## src/hdl/spe_pkg.sv

```systemverilog
`default_nettype none
// ----------------------------------------------------------------------------
// spe_pkg: shared types and tables of the sprite pixel extruder
// Face codes, register indexes, the face job that travels from the front end
// to the vertex sequencer, and the corner table of the six face kinds.
// ----------------------------------------------------------------------------
package spe_pkg;

   localparam int MAX_WIDTH_DEF   = 256;
   localparam int MAX_HEIGHT_DEF  = 256;
   localparam int QUEUE_DEPTH_DEF = 4;

   localparam int COORD_W     = 9;
   localparam int DIM_W       = 9;
   localparam int ALPHA_W     = 8;
   localparam int NORMAL_W    = 3;
   localparam int CSR_INDEX_W = 2;
   localparam int CSR_DATA_W  = 9;
   localparam int FACE_COUNT  = 6;
   localparam int CORNER_W    = 3;

   localparam logic [DIM_W-1:0]   IMAGE_WIDTH_RESET  = 9'd16;
   localparam logic [DIM_W-1:0]   IMAGE_HEIGHT_RESET = 9'd16;
   localparam logic [ALPHA_W-1:0] SOLID_LEVEL_RESET  = 8'd128;

   // corner code bits
   localparam int CORNER_X_BIT = 0;
   localparam int CORNER_Y_BIT = 1;
   localparam int CORNER_Z_BIT = 2;

   localparam logic [2:0] VTX_LAST = 3'd5;

   typedef enum logic [CSR_INDEX_W-1:0] {
      CSR_IMAGE_WIDTH  = 2'd0,
      CSR_IMAGE_HEIGHT = 2'd1,
      CSR_SOLID_LEVEL  = 2'd2
   } csr_index_type;

   typedef enum logic {
      KIND_PIXEL = 1'b0,
      KIND_FLUSH = 1'b1
   } kind_type;

   typedef enum logic [NORMAL_W-1:0] {
      FACE_FRONT  = 3'd0,
      FACE_BACK   = 3'd1,
      FACE_LEFT   = 3'd2,
      FACE_RIGHT  = 3'd3,
      FACE_TOP    = 3'd4,
      FACE_BOTTOM = 3'd5
   } face_type;

   typedef logic [COORD_W-1:0]    coord_type;
   typedef logic [FACE_COUNT-1:0] face_mask_type;

   // One solid pixel: its coordinates already reduced to the output width.
   typedef struct packed {
      coord_type     col;
      coord_type     y_base;   // image height minus row minus one
      coord_type     tv_base;  // row plus one
      face_mask_type faces;    // bit per face_type code
   } face_job_type;

   // Corner code of vertex vtx (two triangles, corners 0,1,2 then 0,2,3).
   function automatic logic [CORNER_W-1:0] corner_code(face_type face, logic [2:0] vtx);
      logic [1:0]            slot;
      logic [4*CORNER_W-1:0] corners;
      case (vtx)
         3'd0, 3'd3: slot = 2'd0;
         3'd1:       slot = 2'd1;
         3'd2, 3'd4: slot = 2'd2;
         default:    slot = 2'd3;
      endcase
      // packed as {corner3, corner2, corner1, corner0}
      case (face)
         FACE_FRONT:  corners = {3'd2, 3'd3, 3'd1, 3'd0};
         FACE_BACK:   corners = {3'd7, 3'd6, 3'd4, 3'd5};
         FACE_LEFT:   corners = {3'd6, 3'd2, 3'd0, 3'd4};
         FACE_RIGHT:  corners = {3'd3, 3'd7, 3'd5, 3'd1};
         FACE_TOP:    corners = {3'd6, 3'd7, 3'd3, 3'd2};
         FACE_BOTTOM: corners = {3'd5, 3'd4, 3'd0, 3'd1};
         default:     corners = '0;
      endcase
      return corners[slot*CORNER_W +: CORNER_W];
   endfunction

endpackage : spe_pkg
`default_nettype wire

```

## src/hdl/spe_front.sv

```systemverilog
`default_nettype none
// ----------------------------------------------------------------------------
// spe_front: request intake, solid classification and neighbour lookup
// Keeps the raster counters and three rotating one-bit line stores, and turns
// each solid pixel of the row behind the input into a face job.
// ----------------------------------------------------------------------------
module spe_front import spe_pkg::*; #(
   parameter int MAX_WIDTH  = MAX_WIDTH_DEF,
   parameter int MAX_HEIGHT = MAX_HEIGHT_DEF
) (
   input  wire logic               clock,
   input  wire logic               reset,
   input  wire logic               req_valid,
   output logic                    req_ready,
   input  wire logic               req_kind,
   input  wire logic [ALPHA_W-1:0] req_alpha,
   input  wire logic [DIM_W-1:0]   image_width,
   input  wire logic [DIM_W-1:0]   image_height,
   input  wire logic [ALPHA_W-1:0] solid_level,
   output logic                    job_valid,
   input  wire logic               job_ready,
   output face_job_type            job
);

   localparam int CW         = (MAX_WIDTH > 1) ? $clog2(MAX_WIDTH) : 1;
   localparam int WW         = $clog2(MAX_WIDTH + 1);
   localparam int RW         = $clog2(MAX_HEIGHT + 1);
   localparam int BANK_COUNT = 3;

   typedef logic [1:0] bank_type;
   localparam bank_type BANK_LAST = 2'd2;

   logic [WW-1:0]   width_c;
   logic [RW-1:0]   height_c;
   logic [CW-1:0]   col_ff, col_in, col_eff, hi_addr;
   logic [RW-1:0]   row_ff, row_in, row_sel;
   bank_type        cur_bank_ff, cur_bank_in, prev_bank, old_bank;
   logic [WW-1:0]   col_plus;
   logic            is_pixel, live, emit, row_end, solid_new, accept;

   logic            s1_valid_ff, s1_valid_in, s1_go;
   logic            s1_live_ff, s1_emit_ff, s1_has_left_ff, s1_right_ok_ff;
   logic            s1_top_ok_ff, s1_bottom_ff;
   logic [CW-1:0]   s1_col_ff;
   logic [RW-1:0]   s1_y_base_ff, s1_tv_base_ff;
   bank_type        s1_prev_bank_ff, s1_old_bank_ff;
   logic            prev_center_ff;

   logic [BANK_COUNT-1:0] rd_lo, rd_hi;
   logic                  center, right_solid, top_solid, left_solid;

   // clamp the dimensions to 1..max
   always_comb begin
      if (image_width == '0) begin
         width_c = WW'(1);
      end else if (int'(image_width) > MAX_WIDTH) begin
         width_c = WW'(MAX_WIDTH);
      end else begin
         width_c = WW'(image_width);
      end
      if (image_height == '0) begin
         height_c = RW'(1);
      end else if (int'(image_height) > MAX_HEIGHT) begin
         height_c = RW'(MAX_HEIGHT);
      end else begin
         height_c = RW'(image_height);
      end
   end

   assign accept    = req_valid && req_ready;
   assign col_eff   = (WW'(col_ff) >= width_c) ? '0 : col_ff;
   assign col_plus  = WW'(col_eff) + WW'(1);
   assign hi_addr   = (int'(col_plus) >= MAX_WIDTH) ? '0 : CW'(col_plus);
   assign row_end   = col_plus >= width_c;
   assign is_pixel  = (req_kind == KIND_PIXEL);
   assign solid_new = req_alpha >= solid_level;
   assign live      = is_pixel ? (row_ff < height_c) : (row_ff >= height_c);
   assign emit      = live && (!is_pixel || (row_ff != '0));
   assign row_sel   = is_pixel ? (row_ff - RW'(1)) : (height_c - RW'(1));
   assign prev_bank = (cur_bank_ff == '0) ? BANK_LAST : (cur_bank_ff - 2'd1);
   assign old_bank  = (cur_bank_ff == BANK_LAST) ? '0 : (cur_bank_ff + 2'd1);

   always_comb begin
      col_in      = col_ff;
      row_in      = row_ff;
      cur_bank_in = cur_bank_ff;
      if (accept) begin
         if (!live) begin
            col_in = col_eff;
         end else if (!row_end) begin
            col_in = CW'(col_plus);
         end else begin
            col_in = '0;
            if (is_pixel) begin
               row_in      = row_ff + RW'(1);
               cur_bank_in = (cur_bank_ff == BANK_LAST) ? '0 : (cur_bank_ff + 2'd1);
            end else begin
               row_in = '0;
            end
         end
      end
   end

   always_ff @(posedge clock) begin
      if (reset) begin
         col_ff      <= '0;
         row_ff      <= '0;
         cur_bank_ff <= '0;
         s1_valid_ff <= 1'b0;
      end else begin
         col_ff      <= col_in;
         row_ff      <= row_in;
         cur_bank_ff <= cur_bank_in;
         s1_valid_ff <= s1_valid_in;
      end
   end

   // line stores: write the current bank, read every bank at col and col+1
   for (genvar b = 0; b < BANK_COUNT; b++) begin : g_bank
      logic bank_mem [MAX_WIDTH];
      logic lo_ff, hi_ff;
      always_ff @(posedge clock) begin
         if (accept && is_pixel && live && (cur_bank_ff == bank_type'(b))) begin
            bank_mem[col_eff] <= solid_new;
         end
         if (accept) begin
            lo_ff <= bank_mem[col_eff];
            hi_ff <= bank_mem[hi_addr];
         end
      end
      assign rd_lo[b] = lo_ff;
      assign rd_hi[b] = hi_ff;
   end

   // stage one holds the item while the line store data arrives
   always_ff @(posedge clock) begin
      if (accept) begin
         s1_live_ff      <= live;
         s1_emit_ff      <= emit;
         s1_col_ff       <= col_eff;
         s1_has_left_ff  <= col_eff != '0;
         s1_right_ok_ff  <= !row_end;
         s1_top_ok_ff    <= row_sel != '0;
         s1_bottom_ff    <= is_pixel && solid_new;
         s1_y_base_ff    <= height_c - row_sel - RW'(1);
         s1_tv_base_ff   <= row_sel + RW'(1);
         s1_prev_bank_ff <= prev_bank;
         s1_old_bank_ff  <= old_bank;
      end
      // remember this column's flag as the left neighbour of the next column
      if (s1_go && s1_live_ff) begin
         prev_center_ff <= center;
      end
   end

   assign center      = rd_lo[s1_prev_bank_ff];
   assign right_solid = s1_right_ok_ff && rd_hi[s1_prev_bank_ff];
   assign top_solid   = s1_top_ok_ff && rd_lo[s1_old_bank_ff];
   assign left_solid  = s1_has_left_ff && prev_center_ff;

   assign job_valid   = s1_valid_ff && s1_emit_ff && center;
   assign s1_go       = s1_valid_ff && (!job_valid || job_ready);
   assign req_ready   = !s1_valid_ff || s1_go;
   assign s1_valid_in = accept ? 1'b1 : (s1_go ? 1'b0 : s1_valid_ff);

   always_comb begin
      job.col                  = coord_type'(s1_col_ff);
      job.y_base               = coord_type'(s1_y_base_ff);
      job.tv_base              = coord_type'(s1_tv_base_ff);
      job.faces                = '0;
      job.faces[FACE_FRONT]    = 1'b1;
      job.faces[FACE_BACK]     = 1'b1;
      job.faces[FACE_LEFT]     = !left_solid;
      job.faces[FACE_RIGHT]    = !right_solid;
      job.faces[FACE_TOP]      = !top_solid;
      job.faces[FACE_BOTTOM]   = !s1_bottom_ff;
   end

endmodule : spe_front
`default_nettype wire

```

## src/hdl/spe_queue.sv

```systemverilog
`default_nettype none
// ----------------------------------------------------------------------------
// spe_queue: face job queue
// Small first-in first-out store that lets the front end run ahead of the
// vertex sequencer.
// ----------------------------------------------------------------------------
module spe_queue import spe_pkg::*; #(
   parameter int DEPTH = QUEUE_DEPTH_DEF
) (
   input  wire logic          clock,
   input  wire logic          reset,
   input  wire logic          push_valid,
   output logic               push_ready,
   input  wire face_job_type  push_data,
   output logic               pop_valid,
   input  wire logic          pop_ready,
   output face_job_type       pop_data
);

   localparam int PW = (DEPTH > 1) ? $clog2(DEPTH) : 1;
   localparam int NW = $clog2(DEPTH + 1);

   face_job_type  slot_ff [DEPTH];
   logic [PW-1:0] wr_ptr_ff, wr_ptr_in, rd_ptr_ff, rd_ptr_in;
   logic [NW-1:0] count_ff, count_in;
   logic          do_push, do_pop;

   assign push_ready = count_ff != NW'(DEPTH);
   assign pop_valid  = count_ff != '0;
   assign pop_data   = slot_ff[rd_ptr_ff];
   assign do_push    = push_valid && push_ready;
   assign do_pop     = pop_valid && pop_ready;

   always_comb begin
      wr_ptr_in = wr_ptr_ff;
      rd_ptr_in = rd_ptr_ff;
      count_in  = count_ff;
      if (do_push) begin
         wr_ptr_in = (wr_ptr_ff == PW'(DEPTH - 1)) ? '0 : (wr_ptr_ff + PW'(1));
      end
      if (do_pop) begin
         rd_ptr_in = (rd_ptr_ff == PW'(DEPTH - 1)) ? '0 : (rd_ptr_ff + PW'(1));
      end
      if (do_push && !do_pop) begin
         count_in = count_ff + NW'(1);
      end else if (do_pop && !do_push) begin
         count_in = count_ff - NW'(1);
      end
   end

   always_ff @(posedge clock) begin
      if (reset) begin
         wr_ptr_ff <= '0;
         rd_ptr_ff <= '0;
         count_ff  <= '0;
      end else begin
         wr_ptr_ff <= wr_ptr_in;
         rd_ptr_ff <= rd_ptr_in;
         count_ff  <= count_in;
      end
   end

   always_ff @(posedge clock) begin
      if (do_push) begin
         slot_ff[wr_ptr_ff] <= push_data;
      end
   end

endmodule : spe_queue
`default_nettype wire

```

## src/hdl/spe_back.sv

```systemverilog
`default_nettype none
// ----------------------------------------------------------------------------
// spe_back: vertex sequencer
// Walks the faces of one job in order, six vertices a face, one vertex per
// clock into the response register while the response port is not stalled.
// ----------------------------------------------------------------------------
module spe_back import spe_pkg::*; (
   input  wire logic                clock,
   input  wire logic                reset,
   input  wire logic                job_valid,
   output logic                     job_ready,
   input  wire face_job_type        job,
   output logic                     rsp_valid,
   input  wire logic                rsp_ready,
   output logic [COORD_W-1:0]       rsp_x_grid,
   output logic [COORD_W-1:0]       rsp_y_grid,
   output logic                     rsp_z_back,
   output logic [COORD_W-1:0]       rsp_tex_u,
   output logic [COORD_W-1:0]       rsp_tex_v,
   output logic [NORMAL_W-1:0]      rsp_normal_dir,
   output logic                     rsp_last_vertex
);

   logic          active_ff, active_in;
   face_job_type  job_ff;
   face_mask_type mask_ff, mask_in, mask_rest;
   logic [2:0]    vtx_ff, vtx_in;
   face_type      face;
   logic [CORNER_W-1:0] code;
   logic          out_free, emit, face_done, job_last, load;
   coord_type     x_val;

   logic                rsp_valid_ff, rsp_valid_in;
   coord_type           x_ff, y_ff, u_ff, v_ff;
   logic                z_ff, last_ff;
   logic [NORMAL_W-1:0] normal_ff;

   // lowest pending face comes first
   always_comb begin
      face = FACE_FRONT;
      for (int i = FACE_COUNT - 1; i >= 0; i--) begin
         if (mask_ff[i]) begin
            face = face_type'(i);
         end
      end
   end

   assign code      = corner_code(face, vtx_ff);
   assign out_free  = !rsp_valid_ff || rsp_ready;
   assign emit      = active_ff && out_free;
   assign face_done = vtx_ff == VTX_LAST;
   assign mask_rest = mask_ff & ~(face_mask_type'(1) << face);
   assign job_last  = face_done && (mask_rest == '0);
   assign job_ready = !active_ff || (emit && job_last);
   assign load      = job_valid && job_ready;
   assign x_val     = job_ff.col + coord_type'(code[CORNER_X_BIT]);

   always_comb begin
      active_in = active_ff;
      mask_in   = mask_ff;
      vtx_in    = vtx_ff;
      if (load) begin
         active_in = 1'b1;
         mask_in   = job.faces;
         vtx_in    = '0;
      end else if (emit && job_last) begin
         active_in = 1'b0;
      end else if (emit) begin
         vtx_in  = face_done ? '0 : (vtx_ff + 3'd1);
         mask_in = face_done ? mask_rest : mask_ff;
      end
   end

   assign rsp_valid_in = emit ? 1'b1 : (rsp_ready ? 1'b0 : rsp_valid_ff);

   always_ff @(posedge clock) begin
      if (reset) begin
         active_ff    <= 1'b0;
         rsp_valid_ff <= 1'b0;
      end else begin
         active_ff    <= active_in;
         rsp_valid_ff <= rsp_valid_in;
      end
   end

   always_ff @(posedge clock) begin
      mask_ff <= mask_in;
      vtx_ff  <= vtx_in;
      if (load) begin
         job_ff <= job;
      end
      if (emit) begin
         x_ff      <= x_val;
         y_ff      <= job_ff.y_base + coord_type'(code[CORNER_Y_BIT]);
         z_ff      <= code[CORNER_Z_BIT];
         u_ff      <= x_val;
         v_ff      <= job_ff.tv_base - coord_type'(code[CORNER_Y_BIT]);
         normal_ff <= face;
         last_ff   <= job_last;
      end
   end

   assign rsp_valid       = rsp_valid_ff;
   assign rsp_x_grid      = x_ff;
   assign rsp_y_grid      = y_ff;
   assign rsp_z_back      = z_ff;
   assign rsp_tex_u       = u_ff;
   assign rsp_tex_v       = v_ff;
   assign rsp_normal_dir  = normal_ff;
   assign rsp_last_vertex = last_ff;

endmodule : spe_back
`default_nettype wire

```

## src/hdl/sprite_pixel_extruder.sv

```systemverilog
`default_nettype none
// ----------------------------------------------------------------------------
// sprite_pixel_extruder: alpha image to extruded voxel sprite mesh
// Top level: configuration registers, front end, job queue, vertex sequencer.
// ----------------------------------------------------------------------------
// Send the alpha bytes of an image in raster order as pixel requests, then
// one flush request per column of the final row. A pixel is solid when its
// alpha is at or above the solid level register. Faces come out one row
// behind the input: each solid pixel yields a front and a back face, then a
// side face toward each non-solid neighbour (left, right, top, bottom;
// outside the image counts as non-solid). Every face is two triangles, six
// vertices, one vertex per response; rsp_last_vertex marks the final vertex
// of a request. A request may cause no vertices at all. Rate: the vertex
// sequencer emits one vertex per clock unless the response port stalls; a
// request yields 0 to 36 vertices (12 plus 6 per exposed side for a solid
// pixel); requests causing no vertices are taken one per clock while the
// queue has room. The queue holds QUEUE_DEPTH face jobs so intake keeps
// running while the sequencer works; with the sequencer idle, the first
// vertex passes stage one, the queue, the job register and the response
// register. Write the registers only between images. Width and height of
// 0 act as 1, values above the maximum act as the max.
// ----------------------------------------------------------------------------
module sprite_pixel_extruder import spe_pkg::*; #(
   parameter int MAX_WIDTH   = MAX_WIDTH_DEF,
   parameter int MAX_HEIGHT  = MAX_HEIGHT_DEF,
   parameter int QUEUE_DEPTH = QUEUE_DEPTH_DEF
) (
   input  wire logic                   clock,
   input  wire logic                   reset,
   // configuration write port
   input  wire logic                   csr_write_en,
   input  wire logic [CSR_INDEX_W-1:0] csr_index,
   input  wire logic [CSR_DATA_W-1:0]  csr_wdata,
   // request channel
   input  wire logic                   req_valid,
   output logic                        req_ready,
   input  wire logic                   req_kind,
   input  wire logic [ALPHA_W-1:0]     req_alpha,
   // response channel, one vertex per response
   output logic                        rsp_valid,
   input  wire logic                   rsp_ready,
   output logic [COORD_W-1:0]          rsp_x_grid,
   output logic [COORD_W-1:0]          rsp_y_grid,
   output logic                        rsp_z_back,
   output logic [COORD_W-1:0]          rsp_tex_u,
   output logic [COORD_W-1:0]          rsp_tex_v,
   output logic [NORMAL_W-1:0]         rsp_normal_dir,
   output logic                        rsp_last_vertex
);

   logic [DIM_W-1:0]   image_width_ff, image_width_in;
   logic [DIM_W-1:0]   image_height_ff, image_height_in;
   logic [ALPHA_W-1:0] solid_level_ff, solid_level_in;

   logic         fe_job_valid, fe_job_ready;
   face_job_type fe_job;
   logic         q_job_valid, q_job_ready;
   face_job_type q_job;

   // register writes land immediately; unknown indexes are dropped
   always_comb begin
      image_width_in  = image_width_ff;
      image_height_in = image_height_ff;
      solid_level_in  = solid_level_ff;
      if (csr_write_en) begin
         case (csr_index)
            CSR_IMAGE_WIDTH:  image_width_in  = csr_wdata;
            CSR_IMAGE_HEIGHT: image_height_in = csr_wdata;
            CSR_SOLID_LEVEL:  solid_level_in  = csr_wdata[ALPHA_W-1:0];
            default: begin
            end
         endcase
      end
   end

   always_ff @(posedge clock) begin
      if (reset) begin
         image_width_ff  <= IMAGE_WIDTH_RESET;
         image_height_ff <= IMAGE_HEIGHT_RESET;
         solid_level_ff  <= SOLID_LEVEL_RESET;
      end else begin
         image_width_ff  <= image_width_in;
         image_height_ff <= image_height_in;
         solid_level_ff  <= solid_level_in;
      end
   end

   // front end: counters, line stores, neighbour lookup
   spe_front #(
      .MAX_WIDTH  (MAX_WIDTH),
      .MAX_HEIGHT (MAX_HEIGHT)
   ) u_front (
      .clock        (clock),
      .reset        (reset),
      .req_valid    (req_valid),
      .req_ready    (req_ready),
      .req_kind     (req_kind),
      .req_alpha    (req_alpha),
      .image_width  (image_width_ff),
      .image_height (image_height_ff),
      .solid_level  (solid_level_ff),
      .job_valid    (fe_job_valid),
      .job_ready    (fe_job_ready),
      .job          (fe_job)
   );

   // decouple intake from vertex emission
   spe_queue #(
      .DEPTH (QUEUE_DEPTH)
   ) u_queue (
      .clock      (clock),
      .reset      (reset),
      .push_valid (fe_job_valid),
      .push_ready (fe_job_ready),
      .push_data  (fe_job),
      .pop_valid  (q_job_valid),
      .pop_ready  (q_job_ready),
      .pop_data   (q_job)
   );

   // back end: face walk and response register
   spe_back u_back (
      .clock           (clock),
      .reset           (reset),
      .job_valid       (q_job_valid),
      .job_ready       (q_job_ready),
      .job             (q_job),
      .rsp_valid       (rsp_valid),
      .rsp_ready       (rsp_ready),
      .rsp_x_grid      (rsp_x_grid),
      .rsp_y_grid      (rsp_y_grid),
      .rsp_z_back      (rsp_z_back),
      .rsp_tex_u       (rsp_tex_u),
      .rsp_tex_v       (rsp_tex_v),
      .rsp_normal_dir  (rsp_normal_dir),
      .rsp_last_vertex (rsp_last_vertex)
   );

endmodule : sprite_pixel_extruder
`default_nettype wire

```

## config.mk

```make
export PLATFORM = sky130hd
export DESIGN_NAME = sprite_pixel_extruder
export DESIGN_NICKNAME = d
export VERILOG_FILES = /design/src/hdl/spe_pkg.sv /design/src/hdl/spe_front.sv /design/src/hdl/spe_queue.sv /design/src/hdl/spe_back.sv /design/src/hdl/sprite_pixel_extruder.sv
export SDC_FILE = /design/constraint.sdc
export NUM_CORES = 2
export LEC_CHECK = 0
export BUFFER_PORTS_ARGS = -buffer_cell sky130_fd_sc_hd__buf_2
export CAP_MARGIN = 10
export CELL_PAD_IN_SITES_DETAIL_PLACEMENT = 1
export CELL_PAD_IN_SITES_GLOBAL_PLACEMENT = 1
export CORE_ASPECT_RATIO = 1.1
export CORE_MARGIN = 3
export CORE_UTILIZATION = 39
export CTS_CLUSTER_DIAMETER = 100
export DETAILED_ROUTE_END_ITERATION = 8
export MAX_ROUTING_LAYER = met4
export PLACE_DENSITY = 0.71
export SLEW_MARGIN = 20
export SYNTH_ARGS = -nofsm -noshare
export SYNTH_HDL_FRONTEND = slang
export SYNTH_SLANG_ARGS = --single-unit
```

## constraint.sdc

```tcl
create_clock -name clock -period 12.7 [get_ports clock]
set_input_delay 0 -clock clock [delete_from_list [all_inputs] [get_ports clock]]
set_output_delay 0 -clock clock [all_outputs]
set_load 0.005 [all_outputs]
```

## Word level (Yosys, flattened, before mapping)

Memory sizes are Yosys's and may differ from the RTL's. A register that Yosys moved wholly into a read port is not among the register bits.
Index checks and enable logic that the tools add are counted.

- Register bits: 160
- RAM bits: 888
- Output and inout bits: 43
- Memories kept: 4

Memories:

| memory | depth | width | read ports | clocked after Yosys merged registers in | wr ports | line | RTL |
|---|---|---|---|---|---|---|---|
| u_front.g_bank[0].bank_mem | 256 | 1 | 2 | 2 | 1 | spe_front.sv:120 | `logic bank_mem [MAX_WIDTH];` |
| u_front.g_bank[1].bank_mem | 256 | 1 | 2 | 2 | 1 | spe_front.sv:120 |  |
| u_front.g_bank[2].bank_mem | 256 | 1 | 2 | 2 | 1 | spe_front.sv:120 |  |
| u_queue.slot_ff | 4 | 30 | 1 | 1 | 1 | spe_queue.sv:23 | `face_job_type slot_ff [DEPTH];` |

- Add/sub/neg operators: 17
- Multiply operators: 1
- Order comparisons: 10
- Eq/ne operators: 18
- Shifts and indexed selects: 2
- Muxes and demuxes: 51
- Bitwise operators: 4
- Reductions and logical operators: 64

Operator list:

| kind | number |
|---|---|
| $pmux W12 S6 | 1 |
| $mux W9 | 6 |
| $mux W8 | 4 |
| $mux W3 | 9 |
| $sub A9 B1 Y9 const B | 3 |
| $mux W6 | 4 |
| $logic_and A1 B1 Y1 | 22 |
| $add A9 B1 Y9 | 2 |
| $add A9 B1 Y9 const B | 2 |
| $ge A9 B9 Y1 | 2 |
| $gt A9 B9 Y1 const B | 2 |
| $logic_not A9 Y1 | 2 |
| $mux W1 | 18 |
| $reduce_bool A9 Y1 | 2 |
| $eq A3 B2 Y1 const B | 4 |
| $eq A3 B3 Y1 const B | 4 |
| $reduce_bool A2 Y1 | 6 |
| $shiftx A12 B5 Y3 | 1 |
| $logic_not A1 Y1 | 11 |
| $mux W2 | 5 |
| $add A8 B1 Y9 const B | 1 |
| $ge A8 B9 Y1 | 1 |
| $ge A9 B9 Y1 const B | 1 |
| $lt A9 B9 Y1 | 1 |
| 30 further kinds | 53 |

## Longest topological paths before layout

- Word-level depth: 17
- Mapped depth: 31

## Modules after synthesis

From an unflattened synthesis, not the netlist that was laid out.

- Cell total of the unflattened synthesis: 5313
- Area, all modules: 55912.4 um^2

By module, submodules not included:

| module | times used | cells each | area an instance (um^2) | sequential area each (um^2) |
|---|---|---|---|---|
| spe_front | 1 | 4778 | 46588.4 | 24753.7 |
| spe_queue | 1 | 221 | 5226.3 | 4144.0 |
| spe_back | 1 | 213 | 3019.1 | 2052.0 |
| sprite_pixel_extruder | 1 | 101 | 1078.5 | 520.5 |

## Least setup slack after synthesis

OpenSTA, ideal clock, no wires.

- Path type: register -> register
- Start: reg solid_level_ff[0]
- End: mem u_front.g_bank[0].bank_mem[0] (data pin)
- Library setup time: 1.993 ns
- Data arrival time: 9.753 ns
- Required time: 10.707 ns
- Slack: 0.954 ns
- Stages on the path, launching flop included: 11
- Buffers on the path: 0
- Clock period less this slack: 11.746 ns
- Cells stage by stage: dfxtp_1 -> ha_1 -> nand2b_1 -> a21o_1 -> a21o_1 -> a21o_1 -> a21oi_1 -> nor2b_1 -> o21ai_0 -> nand2b_1 -> a21o_1

- Word-level cells in the longest chain between the ends: 1

RTL lines:

| element | line | RTL |
|---|---|---|
| start: declaration | sprite_pixel_extruder.sv:53 | `logic [ALPHA_W-1:0] solid_level_ff, solid_level_in;` |
| start signal: assignment | sprite_pixel_extruder.sv:84 | `solid_level_ff <= solid_level_in;` |
| $ge A8 B8 Y1 | spe_front.sv:76 | `assign solid_new = req_alpha >= solid_level;` |
| via u_front.solid_new | spe_front.sv:39 | `logic is_pixel, live, emit, row_end, solid_new, accept;` |
| end: declaration | spe_front.sv:120 |  |

The timed path passes the listed nets, and every way through them passes these cells.

## Worst setup path after layout

- Start: reg image_width_ff[8]
- End: reg u_front.g_bank[0].hi_ff, read port of u_front.g_bank[0].bank_mem (data pin)

- Word-level cells in the longest chain between the ends: 8
- Elaborated cells between the ends (all ways): 9

RTL lines:

| element | line | RTL |
|---|---|---|
| start: declaration | sprite_pixel_extruder.sv:51 | `logic [DIM_W-1:0] image_width_ff, image_width_in;` |
| start signal: assignment | sprite_pixel_extruder.sv:82 | `image_width_ff <= image_width_in;` |
| $gt A9 B9 Y1 | spe_front.sv:56 | `end else if (int'(image_width) > MAX_WIDTH) begin` |
| $mux W9 | spe_front.sv:56 |  |
| $mux W9 (*) | spe_front.sv:54 | `if (image_width == '0) begin` |
| $ge A8 B9 Y1 (*) | spe_front.sv:71 | `assign col_eff = (WW'(col_ff) >= width_c) ? '0 : col_ff;` |
| $mux W8 (*) | spe_front.sv:71 |  |
| $add A8 B1 Y9 (*) | spe_front.sv:72 | `assign col_plus = WW'(col_eff) + WW'(1);` |
| $ge A9 B9 Y1 | spe_front.sv:73 | `assign hi_addr = (int'(col_plus) >= MAX_WIDTH) ? '0 : CW'(col_plus);` |
| $mux W8 (*) | spe_front.sv:73 |  |
| end: declaration | spe_front.sv:121 | `logic lo_ff, hi_ff;` |

Every way passes the cells marked *; elsewhere a longest branch is shown, timed or not.
A chain may end at the register's enable or synchronous reset.

==> summary.md <==
| Metric | Value |
|---|---|
| Status | `finished, final reports clean` |
| #FFs+latches synth | `1,055` |
| CP Class | `flip-flop to flip-flop` |
| Layout Nets | `5,051` |
| Worst setup EP type | `flip-flop` |
| Rows | `143` |
| DRC violations left | `0` |
| Post-placement worst setup slack | `5520 ps` |
| Top FF cell, synth | `edfxtp_1` |
| Fin cells | `6,885` |
| CP required | `13,220 ps` |
| Critical path buffer and inverter count | `3` |
| CP max stage cell | `ha_4` |
| CTS Buf Count | `117` |
| DR WL/cell | `33.7 um` |
| I/O Buffers | `67` |
| TritonCTS clock tree | `yes` |
| Hold depth | `4` |
| Hold Fails Final Rpt | `0` |
| Worst slew pin tran | `1360 ps` |
| Iter 0 DRT Violations | `6,697` |
| Resized cells post-CTS | `0` |
| Largest net degree at the start of global routing | `roughly 260` |
| TNS Setup | `0 ps` |
| GPL Wtd Cong | `0.987` |
| Initial antenna violation count | `13` |
| Hold crit path type | `primary input to flip-flop` |
| # fillers | `14.9k` |
| Hold Path End | `image_height_ff[0]$_SDFFE_PP0P_` |
| Worst vdd rail ir drop | `0.146 mV` |
| Total GRT Usage | `approximately 32%` |
| Via density | `6.76` |
| First-pass GRT wire length | `332,000 um` |
| Starting Density | `39.4%` |
| Worst Reg-to-Reg Cells | `19` |
| CTS Root Cell | `clkbuf_16` |
| Max_slew headroom | `8.98%` |
| Power Density | `150 nW/um2` |
| # setup viols final | `0` |
| Final period utilization | `57.3%` |
| CP delay by family, top | `compound AO/OA/AOI/OAI gates` |
| Count of different cell masters after synthesis | `83` |
| R2R Path Start | `image_width_ff[8]$_SDFFE_PP0P_` |
| Placed cells | `6,621` |
| H-Tree Depth | `3` |
| Clock Latency Late Sink | `810 ps` |
| Max-cap viol count | `0` |
| Max stage delay on crit path | `620 ps` |
| Vias | `46.5k` |
| Cells after Synth | `5,086` |
| # clock sinks | `1,055` |
| Worst Skew | `68.9 ps` |
| Worst path cell trace | `clkinv_1 > nand2_1 > ha_1 > a211oi_1 > o32ai_4 > a211oi_4 > ha_4 > nand3_1 > nor2_1 > buf_4 > o211ai_1 > nand2_1 > buf_4 > nand4_1 > a22oi_1 > o211ai_1 > nor3_1 > o32a_1 > o2111ai_1` |
| Hold slack | `105 ps` |
| Die ar. | `approximately 140,000 um2` |
| R2r setup slk | `5420 ps` |
| Worst Setup Start Kind | `flip-flop` |
| Critical Path AT | `slightly below 8000 ps` |
| Clock-pin transition on the worst setup and hold timing paths | `about 70 ps` |
| CTS max path bufs | `3` |
| EDFF count, synth | `995` |
| CP max FO | `34` |
| Die Y-Extent | `about 400 um` |
| Worst R2R End | `u_front.g_bank[0].hi_ff$_DFFE_PP_` |
| Routed Antenna Nets | `0` |
| Synth Cell Area | `54,700 um2` |
| Syn nets | `between 5k and 6k` |
| Yosys Warn Count | `0` |
| Unrepaired setup endpoints after global routing | `no` |
| IO Pins | `68` |
| Multi-input gate area | `21,600 um2` |
| Share of cells above drive strength 1 | `between 10% and 20%` |
| Minimum clock period | `7280 ps` |
| Fin worst setup slack | `roughly 5400 ps` |
| Grt total ovfl | `0` |
| Leading post-synthesis cells by cell area | `edfxtp_1 (55%), nor2_1 (5.0%), mux2i_1 (4.3%)` |
| Reg area | `31,100 um2` |
| Post-synthesis sequential area ratio | `56.9%` |
| Syn Area/Cell | `10.7 um2` |
| Total Routed Length | `~230,000 um` |
| Post-DP HPWL | `140,000 um` |
| Ys async rst share | `0%` |
| Vias in the first global route | `around 47k` |
| Leading area contributor after synthesis | `edfxtp_1` |
| Pre-antenna DRT Iters | `8` |
| P_leak | `just under 20 nW` |
| Final Slew Violations | `0` |
| Top cell type's share of synthesized area | `54.7%` |
| Core area | `139,000 um2` |
| Die X | `363 um` |
| Achievable Freq | `between 100 and 150 MHz` |
| Area grow syn2layout | `11.6%` |
| Hold Startpoint | `csr_wdata[0]` |
cells in the mapped netlist (108+ instances only):
cell type  number
o22ai_1       143
a21oi_1       144
nand2_1       625
clkbuf_1      297
nand3_1       194
o221ai_1      178
nor2_1        735
o21ai_0       132
mux2i_1       236
buf_2         108
nor3_1        253
edfxtp_1      995
cell type report:
type                            instances  area share (%)
Tap cell                             1812            3.72
Sequential cell                      1055            51.0
Antenna cell                           15          0.0616
Clock inverter                         83            1.54
Timing Repair Buffer                  226            2.80
Inverter                               81           0.527
Clock buffer                          138            4.96
Multi-Input combinational cell       3475            35.4
state kept, by name, summed over array words and instances (netlist names), 9 cells and up, named ones only:
register and count:
u_front.s1_tv_base_ff 9, image_width_ff 9, u_front.row_ff 9, u_front.g_bank.bank_mem 768
image_height_ff 9, u_front.s1_y_base_ff 9, u_back.rsp_y_grid 9, u_back.rsp_tex_v 9
u_queue.slot_ff 120, u_back.job_ff 26, u_back.rsp_x_grid 9
how the worst max path moves through the flow:
| stage | startpoint | end | cells past startpoint |
|---|---|---|---|
| detailed placement | u_front.col_ff[0]$_SDFFE_PP0P_ | u_front.g_bank[0].lo_ff$_DFFE_PP_ | 16 |
| finish | image_width_ff[8]$_SDFFE_PP0P_ | u_front.g_bank[0].hi_ff$_DFFE_PP_ | 19 |
| CTS | u_front.col_ff[0]$_SDFFE_PP0P_ | u_front.g_bank[0].lo_ff$_DFFE_PP_ | 16 |
| global placement | u_front.col_ff[0]$_SDFFE_PP0P_ | u_front.g_bank[0].lo_ff$_DFFE_PP_ | 16 |
| floorplan | solid_level_ff[0]$_SDFFE_PP0P_ | u_front.g_bank[0].bank_mem[0]$_DFFE_PP_ | 10 |
| global route | image_width_ff[8]$_SDFFE_PP0P_ | u_front.row_ff[3]$_SDFFE_PP0P_ | 18 |
routing by layer:
| metal | wire, um | global-route usage [%] |
|---|---|---|
| met1 | 84000 | 38.7 |
| met2 | 103000 | 47.8 |
| met3 | 27200 | 8.73 |
| met4 | 18000 | 22.0 |
| met5 | 0 | - |
kinds of logic (layout without fill, tap and decap cells):
family | Yosys count | in the layout | synth area share, %
buffers and inverters | 556 | 528 | 4.18
XOR/XNOR | 56 | 56 | 0.911
flip-flops | 1055 | 1055 | 56.9
AND/OR/NAND/NOR | 2012 | 2012 | 15.9
AO/OA/AOI/OAI | 999 | 999 | 12.9
adder cells (fa/ha/maj) | 70 | 70 | 1.63
multiplexers | 338 | 338 | 7.66
other | 0 | 15 | 0
tightest hold or removal path, delay by kind of cell:
family | cells | cell delay (ps)
buffers and inverters | 2 | 690
muxes | 1 | 80
and+or+nand+nor | 1 | 70
cell usage in the layout, fill, tap and decap left out, types with 32 or more instances in the layout:
master and n:
edfxtp_1 995, nor2_1 729, nand2_1 617, nor3_1 251, mux2i_1 236, nand3_1 192
o221ai_1 178, o22ai_1 143, a21oi_1 142, o21ai_0 130, buf_4 126, clkbuf_16 117
a31oi_1 81, inv_1 67, ha_1 67, buf_2 67, a211oi_1 64, mux4_2 60
dfxtp_1 57, mux2_2 42, nor2b_1 35, nand4_1 34, clkinv_1 34, xnor2_1 33
a311oi_1 32
power breakdown:
part           leakage [nW]  switching (W)  internal [W]
Combinational          8.02       0.000991      0.000443
Clock                  1.90        0.00152       0.00203
Sequential             9.57       0.000110       0.00405
per-stage QoR:
| stage | utilization (%) | total power, W | cell area, um2 |
|---|---|---|---|
| 3_3_place_gp | 40.8 | 0.00556 | 56600 |
| 6_report | 44.0 | 0.00915 | 61000 |
| 5_1_grt | 44.0 | 0.00941 | 61000 |
| 3_5_place_dp | 40.8 | 0.00561 | 56600 |
| 2_1_floorplan | - | 0.00510 | 54700 |
| 4_1_cts | 43.9 | 0.00914 | 60800 |
timing repair:
action / in CTS / in global routing
hold buffers: 23 / 0
setup buffers: 0 / 0
setup endpoints to repair: 0 / 0
endpoints found under the hold margin: 51 / 0
Note: power is estimated with default switching activity, not from simulation.
